### config.mk
export PLATFORM = sky130hd
export DESIGN_NAME = erm_ctrl
export DESIGN_NICKNAME = d
export VERILOG_FILES = /design/src/design/erm_pkg.sv /design/src/design/erm_ctrl.sv
export VERILOG_INCLUDE_DIRS = /design/src /design/src/design
export SDC_FILE = /design/constraint.sdc
export NUM_CORES = 1
export LEC_CHECK = 0
export ABC_AREA = 1
export BUFFER_PORTS_ARGS = -buffer_cell sky130_fd_sc_hd__buf_2
export CORE_AREA = 2 2 39 41
export CTS_BUF_LIST = sky130_fd_sc_hd__clkbuf_4
export CTS_CLUSTER_SIZE = 28
export DETAILED_ROUTE_END_ITERATION = 8
export DIE_AREA = 0 0 41 43
export GPL_TIMING_DRIVEN = 0
export HOLD_SLACK_MARGIN = 0.12
export PLACE_DENSITY = 0.68
export RECOVER_POWER = 25
export SYNTH_ARGS = -nofsm -noshare
export SYNTH_HDL_FRONTEND = slang
export SYNTH_SLANG_ARGS = --single-unit
### constraint.sdc
create_clock -name clk -period 1.5 [get_ports clk]
set_input_delay 0.3 -clock clk [delete_from_list [all_inputs] [get_ports clk]]
set_output_delay 0.3 -clock clk [all_outputs]
set_load 0.05 [all_outputs]
### src/design/elliptical_region_mean_color_defines.svh
// Assertion helpers for the modules that check themselves; erm_ctrl is the only user.
// Each macro expects clk and rst_n in scope.
`ifndef ELLIPTICAL_REGION_MEAN_COLOR_DEFINES_SVH
`define ELLIPTICAL_REGION_MEAN_COLOR_DEFINES_SVH

// same-cycle implication
`define ERM_ASSERT_IMP(label, ante, cons, msg) \
    label: assert property (@(posedge clk) disable iff (!rst_n) (ante) |-> (cons)) \
        else $error(msg);

// next-cycle implication
`define ERM_ASSERT_NXT(label, ante, cons, msg) \
    label: assert property (@(posedge clk) disable iff (!rst_n) (ante) |=> (cons)) \
        else $error(msg);

`endif

### src/design/erm_pkg.sv
`timescale 1ns / 1ps

package erm_pkg;

    localparam int MAX_DIM    = 4096;

    localparam int COORD_W    = 12;
    localparam int EDGE_W     = 13;
    localparam int PIX_W      = 8;
    localparam int SQ_W       = 24;
    localparam int WT_W       = 24;
    localparam int PROD_W     = SQ_W + WT_W;
    localparam int DIST_W     = PROD_W + 1;
    localparam int SUM_W      = 32;
    localparam int CNT_W      = 25;

    localparam int IN_DATA_W  = 2 * COORD_W + 3 * PIX_W;
    localparam int OUT_DATA_W = ((3 * PIX_W + CNT_W + 7) / 8) * 8;
    localparam int CFG_IDX_W  = 4;

    localparam int DIV_STEPS  = SUM_W;
    localparam int DIV_CNT_W  = $clog2(DIV_STEPS + 1);

    localparam logic [EDGE_W-1:0] EDGE_MAX = EDGE_W'(MAX_DIM);

    localparam logic [CFG_IDX_W-1:0] REG_RECT_LEFT   = CFG_IDX_W'(0);
    localparam logic [CFG_IDX_W-1:0] REG_RECT_RIGHT  = CFG_IDX_W'(1);
    localparam logic [CFG_IDX_W-1:0] REG_RECT_TOP    = CFG_IDX_W'(2);
    localparam logic [CFG_IDX_W-1:0] REG_RECT_BOTTOM = CFG_IDX_W'(3);

    typedef enum logic [1:0] {
        DSEL_WEIGHT,
        DSEL_LUMA,
        DSEL_CB,
        DSEL_CR
    } erm_dsel_t;

    typedef struct packed {
        logic      load_pix;
        logic      geo_sq;
        logic      geo_set;
        logic      div_start;
        logic      div_store;
        erm_dsel_t div_sel;
        logic      pix_sq;
        logic      pix_mul;
        logic      pix_acc;
        logic      out_err;
        logic      out_set;
        logic      frame_clear;
    } erm_cmd_t;

    typedef struct packed {
        logic frame_active;
        logic axis_zero;
        logic err_end;
        logic last;
        logic div_done;
        logic out_busy;
    } erm_stat_t;

endpackage

### src/design/erm_ctrl.sv
`timescale 1ns / 1ps
`include "elliptical_region_mean_color_defines.svh"

module erm_ctrl
(
    input  logic                clk,
    input  logic                rst_n,
    input  logic                in_valid,
    output logic                in_ready,
    input  erm_pkg::erm_stat_t  stat,
    output erm_pkg::erm_cmd_t   cmd
);
    import erm_pkg::*;

    typedef enum logic [3:0] {
        S_IDLE,
        S_GEO_SQ,
        S_GEO_SET,
        S_GEO_DIV,
        S_PIX_SQ,
        S_PIX_MUL,
        S_PIX_ACC,
        S_FIN,
        S_DIV_Y,
        S_DIV_CB,
        S_DIV_CR
    } state_t;

    state_t state_reg;
    state_t state_next;

    always_comb
    begin
        state_next = state_reg;
        cmd        = '0;
        unique case (state_reg)
            S_IDLE:
            begin
                if (in_valid)
                begin
                    cmd.load_pix = 1'b1;
                    state_next   = stat.frame_active ? S_PIX_SQ : S_GEO_SQ;
                end
            end
            S_GEO_SQ:
            begin
                cmd.geo_sq = 1'b1;
                state_next = S_GEO_SET;
            end
            S_GEO_SET:
            begin
                cmd.geo_set = 1'b1;
                cmd.div_sel = DSEL_WEIGHT;
                if (stat.axis_zero)
                    state_next = S_PIX_SQ;
                else
                begin
                    cmd.div_start = 1'b1;
                    state_next    = S_GEO_DIV;
                end
            end
            S_GEO_DIV:
            begin
                cmd.div_sel = DSEL_WEIGHT;
                if (stat.div_done)
                begin
                    cmd.div_store = 1'b1;
                    state_next    = S_PIX_SQ;
                end
            end
            S_PIX_SQ:
            begin
                cmd.pix_sq = 1'b1;
                state_next = S_PIX_MUL;
            end
            S_PIX_MUL:
            begin
                cmd.pix_mul = 1'b1;
                state_next  = S_PIX_ACC;
            end
            S_PIX_ACC:
            begin
                cmd.pix_acc = 1'b1;
                state_next  = stat.last ? S_FIN : S_IDLE;
            end
            S_FIN:
            begin
                // means go straight into the result register, so it must be free
                cmd.div_sel = DSEL_LUMA;
                if (!stat.out_busy)
                begin
                    if (stat.err_end)
                    begin
                        cmd.out_err     = 1'b1;
                        cmd.frame_clear = 1'b1;
                        state_next      = S_IDLE;
                    end
                    else
                    begin
                        cmd.div_start = 1'b1;
                        state_next    = S_DIV_Y;
                    end
                end
            end
            S_DIV_Y:
            begin
                if (stat.div_done)
                begin
                    cmd.div_sel   = DSEL_LUMA;
                    cmd.div_store = 1'b1;
                    state_next    = S_DIV_CB;
                end
            end
            S_DIV_CB:
            begin
                if (stat.div_done)
                begin
                    cmd.div_sel   = DSEL_CB;
                    cmd.div_store = 1'b1;
                    state_next    = S_DIV_CR;
                end
            end
            S_DIV_CR:
            begin
                cmd.div_sel = DSEL_CR;
                if (stat.div_done)
                begin
                    cmd.div_store   = 1'b1;
                    cmd.out_set     = 1'b1;
                    cmd.frame_clear = 1'b1;
                    state_next      = S_IDLE;
                end
            end
            default:
            begin
                state_next = S_IDLE;
            end
        endcase

        // next divide starts in the beat the previous one reports done
        if (state_reg == S_DIV_Y && stat.div_done)
        begin
            cmd.div_start = 1'b1;
            cmd.div_sel   = DSEL_CB;
        end
        if (state_reg == S_DIV_CB && stat.div_done)
        begin
            cmd.div_start = 1'b1;
            cmd.div_sel   = DSEL_CR;
        end
    end

    always_ff @(posedge clk or negedge rst_n)
    begin
        if (!rst_n)
            state_reg <= S_IDLE;
        else
            state_reg <= state_next;
    end

    assign in_ready = (state_reg == S_IDLE);

    `ERM_ASSERT_IMP(a_done_while_waiting, stat.div_done, (state_reg == S_GEO_DIV || state_reg == S_DIV_Y || state_reg == S_DIV_CB || state_reg == S_DIV_CR), "divider done outside a wait state")
    `ERM_ASSERT_IMP(a_result_reg_free, (cmd.out_set || cmd.out_err), !stat.out_busy, "result written while previous result pending")
    `ERM_ASSERT_NXT(a_accept_leaves_idle, (state_reg == S_IDLE && in_valid), state_reg != S_IDLE, "accepted beat did not start processing")

endmodule

# Word-level counts from Yosys, hierarchy flattened
# Index checks and enable logic that the tools add are counted.
# word_totals
output_inout_bits,14
in_bits,9
wordCells,59
ff_bits,4
# classes
n_reduce_logical,5
eq_ne,16
muxes,37
# op_table
operator,count
$pmux 4 s11,1
$mux 4,7
$mux 1,17
$eq 4x3->1 const B,4
$mux 3,5
$eq 4x4->1 const B,3
$ne 2x2->1 const B,6
$eq 4x2->1 const B,2
$pmux 2 s4,1
$mux 2,3
$reduce_and 6->1,1
$eq 4x1->1 const B,1
$logic_not 4->1,1
$pmux 1 s2,2
$pmux 1 s3,1
$logic_and 1x1->1,2
$reduce_or 2->1,1

# Logic depth before layout (Yosys ltp)
# Gate-level depths: netlist (run 1).
# depth
word_depth,5
mapped_depth,8
depth_no_buf,8

# Worst setup path after synthesis (run 1)
# OpenSTA, ideal clock, no wires.
# synth_timing
kind,register to output
startpoint,register state_reg[1]
endpoint,output port cmd[0] in the netlist's numbering
n_path_buf,0
t_arrival_ns,1.884
path_slack_ns,-0.684
required_ns,1.200
path_stages_with_launch,6
cell_sequence,dfrtp_1 inv_1 nor2_2 nand2_1 nor2_1 or2_1
# synth_lines
element,line_no,text
"start, declared",erm_ctrl.sv:29,state_t state_reg;
"start signal, assigned",erm_ctrl.sv:158,state_reg <= state_next;
"end, declared",erm_ctrl.sv:11,output erm_pkg::erm_cmd_t cmd

==> reports/qor.csv, run 1 <==
metric,value,unit
status,"complete, but fails checks",
violations,negative setup slack,
slew_viol_final,0,
layout.cells.non_filler,137,
port_buffers,22,
reg2reg_depth,10,
core-area,1380,um2
r2r_end,state_reg[2],
yosysWarnings,0,
drive_above_1_share,62.8,%
htree_num_levels,1,
hold_class,in2reg,
place.gp.congestion,0.837,
vdd_drop_max,1.24,mV
hold_end,state_reg[2],
finalSetupTns,-1660,ps
rsz0062_at_grt,true,
cts_sinks,4,
design_area,911,um2
hold_path_startpoint,stat[0],
grt_pass1_wl,2140,um
synthCells,85,
critPathRequiredTime,1200,ps
cap_violations,0,
fp.dieW,41,um
placed_cell_area,677,um2
ctsRootBufferMaster,clkbuf_4,
ant_nets,0,
synth.cell_area,492,um2
nets,132,
relSlewSlack,84.4,%
clk_pin_slew,40,ps
critPathLaunchType,flip-flop,
ioPinCount,23,
grt_usage,17.5,%
cts_buffer_depth,2,
period_minus_slack,1690,ps
cp_cell_sequence,nor2_4 > nand3_2 > o211ai_1 > buf_4,
synthesis.nets,94,
antenna_found_initial,0,
start_util,35.5,%
cp_num_buf_inv,1,
register_area,105,um2
synth_area_per_cell,5.78,um2
drc,0,
clk_latency,230,ps
power_density,2310,nW/um2
rows,14,
p_leak,0.479,nW
diodes,0,
area_growth,85.2,%
reg2reg_setup_slack,170,ps
cp_max_fo,5,
fin_ws,-188,ps
whs_path_depth,3,
clock_skew,0.0706,ps
post-place-ws,-87.5,ps
max_stage_delay,450,ps
vias_per_cell,4.78,
gr-total-overflow,0,
ys_ff_latch,4,
dr.pass1.iters,4,
multi_input_area,412,um2
cp_top_family,flip-flops,
cts_buffers,3,
crit_slowest_cell,dfrtp_2,
totalWireLength,1430,um
critPathKind,reg2out,
crit_path_end_kind,output pin,
initialDrtViolationCount,10,
largest_reg_flops,4,
dp_hpwl,978,um
cts_tree,done,
timing.fmax,592,MHz
die-area,1760,um2
reg2reg_from,state_reg[2],
seq_area_frac_synth,20.4,%
vias,655,
fp.dieH,43,um
first_global_vias,530,
setup_viol,14,
ys_types,18,
crit_arrival,1390,ps
worst_pin_slew,234,ps
grt_max_degree,7,
post-route-util,65.8,%
hold_violations,0,
post-place-cells,123,
fin_crit_sh,113,%
num-fill-cells,129,
wl_per_cell,10.5,um
## repair_timing
item | CTS | global route
gates resized for setup | 37 | 7
setup buffers | 9 | 1
pin swaps | 2 | 2
hold buffers | 1 | 0
hold endpoints to repair | 4 | 0
endpoints found under the setup margin | 14 | 14
## cell usage in the layout, fill, tap and decap left out, types with 2 or more instances in the layout
master	instances
dfrtp_2	4
buf_2	7
nand2_4	2
inv_2	7
buf_4	12
buf_8	4
nor2_1	2
nor2_4	6
nand2_1	21
inv_1	8
buf_6	8
nand3_1	10
nand2_2	7
clkbuf_4	3
nand3_2	3
a21oi_2	2
nor2_2	6
## synthesized netlist by cell type
cell type | instances | share of area, %
nand2_4 | 2 | 4.6
nor3_1 | 2 | 2.0
nand3_1 | 12 | 12
nand2_1 | 24 | 18
nand3_2 | 1 | 2.0
a21oi_2 | 1 | 1.8
nand2_2 | 4 | 5.1
dfrtp_1 | 4 | 20
nor2_2 | 2 | 2.5
or2_2 | 1 | 1.3
a21oi_1 | 1 | 1.0
o211ai_1 | 1 | 1.5
nor2_1 | 10 | 7.6
or2_1 | 1 | 1.3
nand3b_1 | 1 | 1.5
nor2_4 | 2 | 4.6
inv_1 | 12 | 9.2
inv_2 | 4 | 3.1
## area by class of cell
class	count	share of cell area, %
flip-flops and latches	4	11.5
clock buffers	3	2.47
repair buffers	33	31.7
inverters	16	6.87
well taps	16	2.20
multi-input cells	65	45.2
## worst max-delay path by stage
stage,from,end,cells past startpoint
after detailed placement,state_reg[1],cmd[0],6
after global routing,state_reg[2],cmd[9],5
after global placement,state_reg[1],cmd[0],6
after CTS,state_reg[2],cmd[9],5
final,state_reg[3],cmd[9],4
after floorplan,state_reg[1],cmd[0],5
## worst reg2reg max path, stage by stage, from the launching register on
cell,delay [ps]
dfrtp_2,440
inv_2,90
nor2_4,50
buf_4,140
buf_4,120
nand2_1,50
nand2_1,40
nor2_1,100
nand2_1,70
nand2_1,60
nand2_1,50
## metrics by stage
stage | hold WS, ps | total power [mW]
final | 373 | 2.10
after global routing | 383 | 2.25
after CTS | 364 | 2.00
after detailed placement | 105 | 1.51
after global placement | 104 | 1.50
after floorplan | 4.41 | 1.28
## layer usage
layer	up-vias	share of wire, %	GRT usage (%)
met5	-	0	0
li1	333	-	-
met1	304	42	24.0
met3	0	3.3	0
met2	18	54	28.4
met4	0	0	6.00
## power by group
| part | total (mW) | internal (mW) | switching, mW |
|---|---|---|---|
| clock network | 0.129 | 0.0892 | 0.0394 |
| registers | 0.270 | 0.168 | 0.103 |
| logic | 1.71 | 0.652 | 1.05 |
| total | 2.10 | 0.909 | 1.20 |
## kinds of logic after synthesis
logic type	after synthesis	share of synthesized area (%)
DFF	4	20.4
buffers and inverters	16	12.2
and+or+nand+nor	62	63.1
AOI/OAI and AO/OA	3	4.33
No activity file was read; power rests on OpenSTA's default activity.
==> run 2, diff against run 1 <==
==> constraint.sdc (replaced) <==
create_clock -name clk -period 2.1 [get_ports clk]
set_input_delay 0.42 -clock clk [delete_from_list [all_inputs] [get_ports clk]]
set_output_delay 0.42 -clock clk [all_outputs]
set_load 0.05 [all_outputs]
==> run 2 against run 1 <==
- the run now ends clean
- clock skew increased by 2.7 ps
- sequential power decreased by 34%
- critical path depth increased by 2
- clock power decreased by 28%
- setup slack improved by 310 ps
- worst hold slack improved by 100 ps
- non-clock buffer count decreased by 10
- combinational power decreased by 52%
- utilization decreased by 18 points
- power decreased by 48%
- critical endpoint is now cmd[0]
- largest cell class unchanged
- largest power group unchanged
==> reports/qor.csv, run 2 (same netlist as run 1, synthesis figures left out) <==
metric,value,unit,change
status,completed,,
place.gp.congestion,0.818,,-2.3%
clk_pin_slew,40,ps,about the same
setup_viol,0,,-14
totalWireLength,1210,um,-16%
hold_end,state_reg[2],,
reg2reg_from,state_reg[2],,
hold_path_startpoint,stat[0],,
final_common_cell,nand2_1,,
period_minus_slack,1980,ps,
gr-total-overflow,0,,unchanged
drc,0,,unchanged
critPathKind,reg2out,,
rows,14,,unchanged
first_global_vias,527,,-0.57%
power.switching,0.703,mW,-41%
nets,122,,-7.6%
die-area,1760,um2,unchanged
p_int,0.387,mW,-57%
crit_path_end_kind,output pin,,
antenna_found_initial,0,,unchanged
grt_pass1_wl,1950,um,-8.7%
htree_num_levels,1,,unchanged
dp_hpwl,1030,um,+4.8%
relSlewSlack,81.3,%,-3.1 points
gr-usage-met3,4.71,%,+4.7 points
pwr-share-clk,8.5,%,+2.4 points
reg2reg_depth,8,,-2
fp.dieW,41,um,unchanged
diodes,0,,unchanged
timing.fmax,505,MHz,
vias,604,,-7.8%
ctsRootBufferMaster,clkbuf_4,,
cp_cell_sequence,inv_1 > nor2_2 > nand2_1 > nor2_2 > or2_1 > buf_2,,
hold_violations,0,,unchanged
p_leak,0.420,nW,-12%
grtUsageMet1,19.2,%,-4.8 points
core-area,1380,um2,unchanged
ant_nets,0,,unchanged
finalSetupTns,0,ps,+1660 ps
cp_max_fo,5,,unchanged
post-place-cells,123,,unchanged
cap_violations,0,,unchanged
cp_num_buf_inv,2,,+1
grt_usage,15.9,%,-1.6 points
pwr-share-seq,16.3,%,+3.5 points
cts_buffers,3,,unchanged
whs_path_depth,3,,unchanged
power_frac_comb,75.2,%,-5.8 points
grt_busiest_layer,met2,,
max_stage_delay,410,ps,-40 ps
port_buffers,22,,unchanged
cts_buffer_depth,2,,unchanged
grt_max_degree,8,,+1
ioPinCount,23,,unchanged
slew_viol_final,0,,unchanged
crit_slowest_cell,dfrtp_1,,
clk_latency,230,ps,about the same
hold_class,in2reg,,
clock_skew,2.77,ps,+2.70 ps
num-fill-cells,153,,+19%
cts_tree,done,,
area_growth,34.4,%,
mostFrequentLayoutCells,"nand2_1, buf_2, inv_1, nand3_1, nor2_1",,
p_sw_share,64.5,%,+7.7 points
grt.met2_usage,27.2,%,-1.3 points
vias_per_cell,4.76,,-0.53%
critPathRequiredTime,1680,ps,+480 ps
fp.dieH,43,um,unchanged
start_util,35.5,%,unchanged
rsz0062_at_grt,false,,
cp_top_family,simple AND/OR/NAND/NOR gates,,
cts_setup_buffers,0,,-9
path_common_cell,nor2_2,,
crit_arrival,1560,ps,+170 ps
largest_reg_flops,4,,unchanged
cts_sinks,4,,unchanged
worst_pin_slew,281,ps,+46.6 ps
vdd_drop_max,0.876,mV,-30%
drive_above_1_share,37.8,%,-25 points
dr.pass1.iters,4,,unchanged
fin_crit_sh,94.3,%,
power_density,1650,nW/um2,-29%
r2r_end,state_reg[0],,
critPathLaunchType,flip-flop,,
initialDrtViolationCount,5,,-5
post-route-util,47.7,%,-18 points
wl_per_cell,9.54,um,-8.9%
layout.cells.non_filler,127,,-7.3%
reg2reg_setup_slack,850,ps,+680 ps
## run 2: cell count changes in the layout (fill, tap and decap cells not counted), sizes merged
cell,before,now
buf,31,21
## run 2: layout make-up
cell class              instances  area, um2  share of cell area, %
multi-input cells              65        339                   51.3
repair buffers                 23        119                   18.0
flip-flops and latches          4        100                   15.2
inverters                      16       60.1                   9.09
clock buffers                   3       22.5                   3.41
well taps                      16       20.0                   3.03
## run 2: what timing repair did
item | CTS | global route
hold endpoints to repair | 4 | 0
setup endpoints to repair | 0 | 1
hold buffers | 1 | 0
resized for setup | 0 | 1
## run 2: worst max-delay path by stage
| stage | from | endpoint | slack (ps) | depth (start not counted) |
|---|---|---|---|---|
| after floorplan | state_reg[2] | cmd[10] | -150 | 3 |
| after global placement | state_reg[2] | cmd[9] | 360 | 4 |
| after detailed placement | state_reg[2] | cmd[9] | 340 | 4 |
| after CTS | state_reg[2] | cmd[9] | 90 | 4 |
| after global routing | state_reg[1] | cmd[0] | 1 | 6 |
| final | state_reg[1] | cmd[0] | 120 | 6 |
## run 2: tightest hold or removal path, cell delays in order
cell and delay [ps]:
buf_2 110, nand3_2 70, nand2_1 50
## run 2: through the flow
stage          power (mW)  hold slack, ps  area [um2]  setup WS (ps)
6_report             1.09             475         661            120
4_1_cts              1.09             491         659           93.5
3_5_place_dp        0.993             226         627            344
5_1_grt              1.19             497         661          0.987
2_1_floorplan       0.827             124         497           -152
3_3_place_gp        0.980             223         627            359
## run 2: layer usage
| metal | wire length, um | part of all wire [%] | vias to the layer above |
|---|---|---|---|
| li1 | - | - | 319 |
| met4 | 0 | 0 | 0 |
| met5 | 0 | 0 | - |
| met1 | 555 | 46 | 264 |
| met3 | 70 | 5.8 | 0 |
| met2 | 584 | 48 | 21 |
## run 2: power by group through the flow
stage | sequential (mW) | combinational, mW | clock, mW
after global placement | 0.171 | 0.809 | 0
after CTS | 0.173 | 0.824 | 0.0954
after detailed placement | 0.174 | 0.819 | 0
final | 0.178 | 0.819 | 0.0932
after floorplan | 0.159 | 0.667 | 0
after global routing | 0.187 | 0.902 | 0.0983
==> run 3, diff against run 2 <==
--- a/config.mk
+++ b/config.mk
@@ -6,16 +6,14 @@
 export SDC_FILE = /design/constraint.sdc
 export NUM_CORES = 1
 export LEC_CHECK = 0
-export ABC_AREA = 1
 export BUFFER_PORTS_ARGS = -buffer_cell sky130_fd_sc_hd__buf_2
-export CORE_AREA = 2 2 39 41
+export CORE_UTILIZATION = 40
 export CTS_BUF_LIST = sky130_fd_sc_hd__clkbuf_4
 export CTS_CLUSTER_SIZE = 28
 export DETAILED_ROUTE_END_ITERATION = 8
-export DIE_AREA = 0 0 41 43
 export GPL_TIMING_DRIVEN = 0
 export HOLD_SLACK_MARGIN = 0.12
-export PLACE_DENSITY = 0.68
+export PLACE_DENSITY = 0.71
 export RECOVER_POWER = 25
 export SYNTH_ARGS = -nofsm -noshare
 export SYNTH_HDL_FRONTEND = slang
==> run 3 against run 2 <==
- routed wire length rose by 12%
- via count fell by 4.1%
- sequential share of layout area fell by 1.4 points
- flip-flop and latch count did not move
- setup slack got worse by 26 ps
- largest power group unchanged
==> reports/qor.csv, run 3 <==
metric,value,unit,change
status,completed,,
startpoint,state_reg[2],,
wl_per_cell,12.6,um,+32%
nets,105,,-14%
relSlewSlack,82.7,%,+1.5 points
grt_usage,20.3,%,+4.4 points
ys_ff_latch,4,,unchanged
p_leak,0.346,nW,-18%
ys_types,34,,+16
cts_tree,done,,
synthFlopType,dfrtp_1,,
core-area,1160,um2,-16%
diodes,0,,unchanged
grt_max_degree,11,,+3
drc,0,,unchanged
cp_max_fo,10,,+5
place.gp.congestion,0.883,,+7.9%
post-place-cells,104,,-15%
design_area,734,um2,+11%
initialDrtViolationCount,10,,+5
fin_crit_sh,95.5,%,+1.2 points
hold_path_startpoint,stat[3],,
layout.cells.non_filler,108,,-15%
timing.fmax,499,MHz,-1.3%
placed_cell_area,678,um2,+8.2%
ant_nets,0,,unchanged
max_stage_delay,330,ps,-80 ps
antenna_found_initial,0,,unchanged
fp.dieH,38.2,um,-11%
htree_num_levels,1,,unchanged
vias_per_cell,5.36,,+13%
synth_area_per_cell,7.73,um2,+34%
finalSetupTns,0,ps,unchanged
post-route-util,63.5,%,+16 points
critPathRequiredTime,1680,ps,about the same
ctsRootBufferMaster,clkbuf_4,,
dp_hpwl,1020,um,-0.29%
port_buffers,22,,unchanged
crit_slowest_cell,dfrtp_1,,
synthesis.nets,77,,-18%
synth_area_leaders,"dfrtp_1, nand2b_1, buf_6",,
cts_sinks,4,,unchanged
cts_buffers,3,,unchanged
critPathLaunchType,flip-flop,,
area_growth,39.8,%,
power_density,1590,nW/um2,-3.8%
slew_viol_final,0,,unchanged
seq_area_frac_synth,19.0,%,-1.3 points
synth.cell_area,526,um2,+6.9%
ioPinCount,23,,unchanged
critPathKind,reg2out,,
crit_arrival,1590,ps,+30 ps
mostFrequentLayoutCells,"buf_2, clkbuf_4, nor2_1",,
reg2reg_from,state_reg[0],,
synth_area_leader_cell,dfrtp_1,,
async_reset_ff_share,100,%,unchanged
clock_skew,1.20,ps,-1.57 ps
clk_pin_slew,40,ps,about the same
totalWireLength,1360,um,+12%
synthCells,68,,-20%
setup_viol,0,,unchanged
fp.dieW,38.2,um,-6.7%
worst_pin_slew,257,ps,-24.3 ps
synth-edff-count,0,,unchanged
period_minus_slack,2010,ps,+25.8 ps
rsz0062_at_grt,false,,
rows,12,,-2
cts_setup_buffers,0,,unchanged
crit_path_end_kind,output pin,,
hold_class,in2reg,,
clk_latency,230,ps,about the same
synthTopCellsByCount,"nand2_1, nand2b_1, nor2_1",,
cts_buffer_depth,2,,unchanged
dr.pass1.iters,4,,unchanged
largest_reg_flops,4,,unchanged
cap_violations,0,,unchanged
vdd_drop_max,0.713,mV,-19%
drive_above_1_share,47.9,%,+10 points
final_common_cell,buf_2,,
yosysTopAreaCellShare,19.0,%,-1.3 points
first_global_vias,486,,-7.8%
gr-total-overflow,0,,unchanged
vias,579,,-4.1%
grt_pass1_wl,2060,um,+5.7%
start_util,45.5,%,+9.9 points
holdWs,500,ps,+25.0 ps
cp_cell_sequence,buf_6 > buf_4 > nor2_1 > a32o_1 > a21o_1 > clkbuf_4,,
hold_violations,0,,unchanged
die-area,1460,um2,-17%
yosysWarnings,0,,unchanged
## run 3: final cells by class
cell class / count / area [um2]
fill: 103 / 422
clock buffer: 3 / 22.5
multi-input combinational: 56 / 405
timing repair buffer: 23 / 126
tap: 14 / 17.5
buffer: 6 / 53.8
sequential: 4 / 101
inverter: 2 / 7.51
## run 3: through the flow
step / worst slack, ps / power [mW]
CTS: 18.1 / 1.14
global route: 9.38 / 1.25
global placement: 220 / 1.03
detailed placement: 222 / 1.04
floorplan: -134 / 0.882
finish: 94.0 / 1.17
## run 3: worst paths after layout
path	to	slack [ps]	cells past startpoint
worst min register to register	state_reg[3]	710	2
worst max register to register	state_reg[1]	550	5
worst min-delay path	state_reg[3]	500	3
max in group asynchronous	state_reg[3]	1350	2
worst max-delay path	cmd[6]	90	6
min in group asynchronous	state_reg[2]	550	2
## run 3: kinds of logic after synthesis
family / count (synthesis) / synth area share (%)
mux: 3 / 6.67
flops: 4 / 19.0
simple gates: 35 / 36.0
buf+inv: 8 / 10.5
compound gates: 17 / 24.8
xor+xnor: 1 / 3.10
## run 3: metal layers
metal | global-route usage [%] | part of all wire [%] | vias up
li1 | - | - | 300
met4 | 5.36 | 0 | 0
met3 | 5.23 | 6.0 | 0
met2 | 33.5 | 46 | 20
met5 | 0 | 0 | -
met1 | 26.0 | 48 | 259
## run 3: timing repair
action	CTS	global route
endpoints found under the hold margin	4	0
hold buffers	1	0
gates resized for setup	2	10
setup endpoints to repair	1	4
## run 3: critical path: cells and delay by family (launching register included)
family / cells / cell delay, ps
AND/OR/NAND/NOR: 1 / 80
AO/OA/AOI/OAI: 2 / 430
flip-flops: 1 / 330
buffers and inverters: 3 / 520
## run 3: where the power goes
part	switching (mW)	internal (mW)	total, mW
clock	0.0290	0.0638	0.0928
sequential	0.0222	0.110	0.132
combinational	0.600	0.341	0.941
total	0.651	0.515	1.17
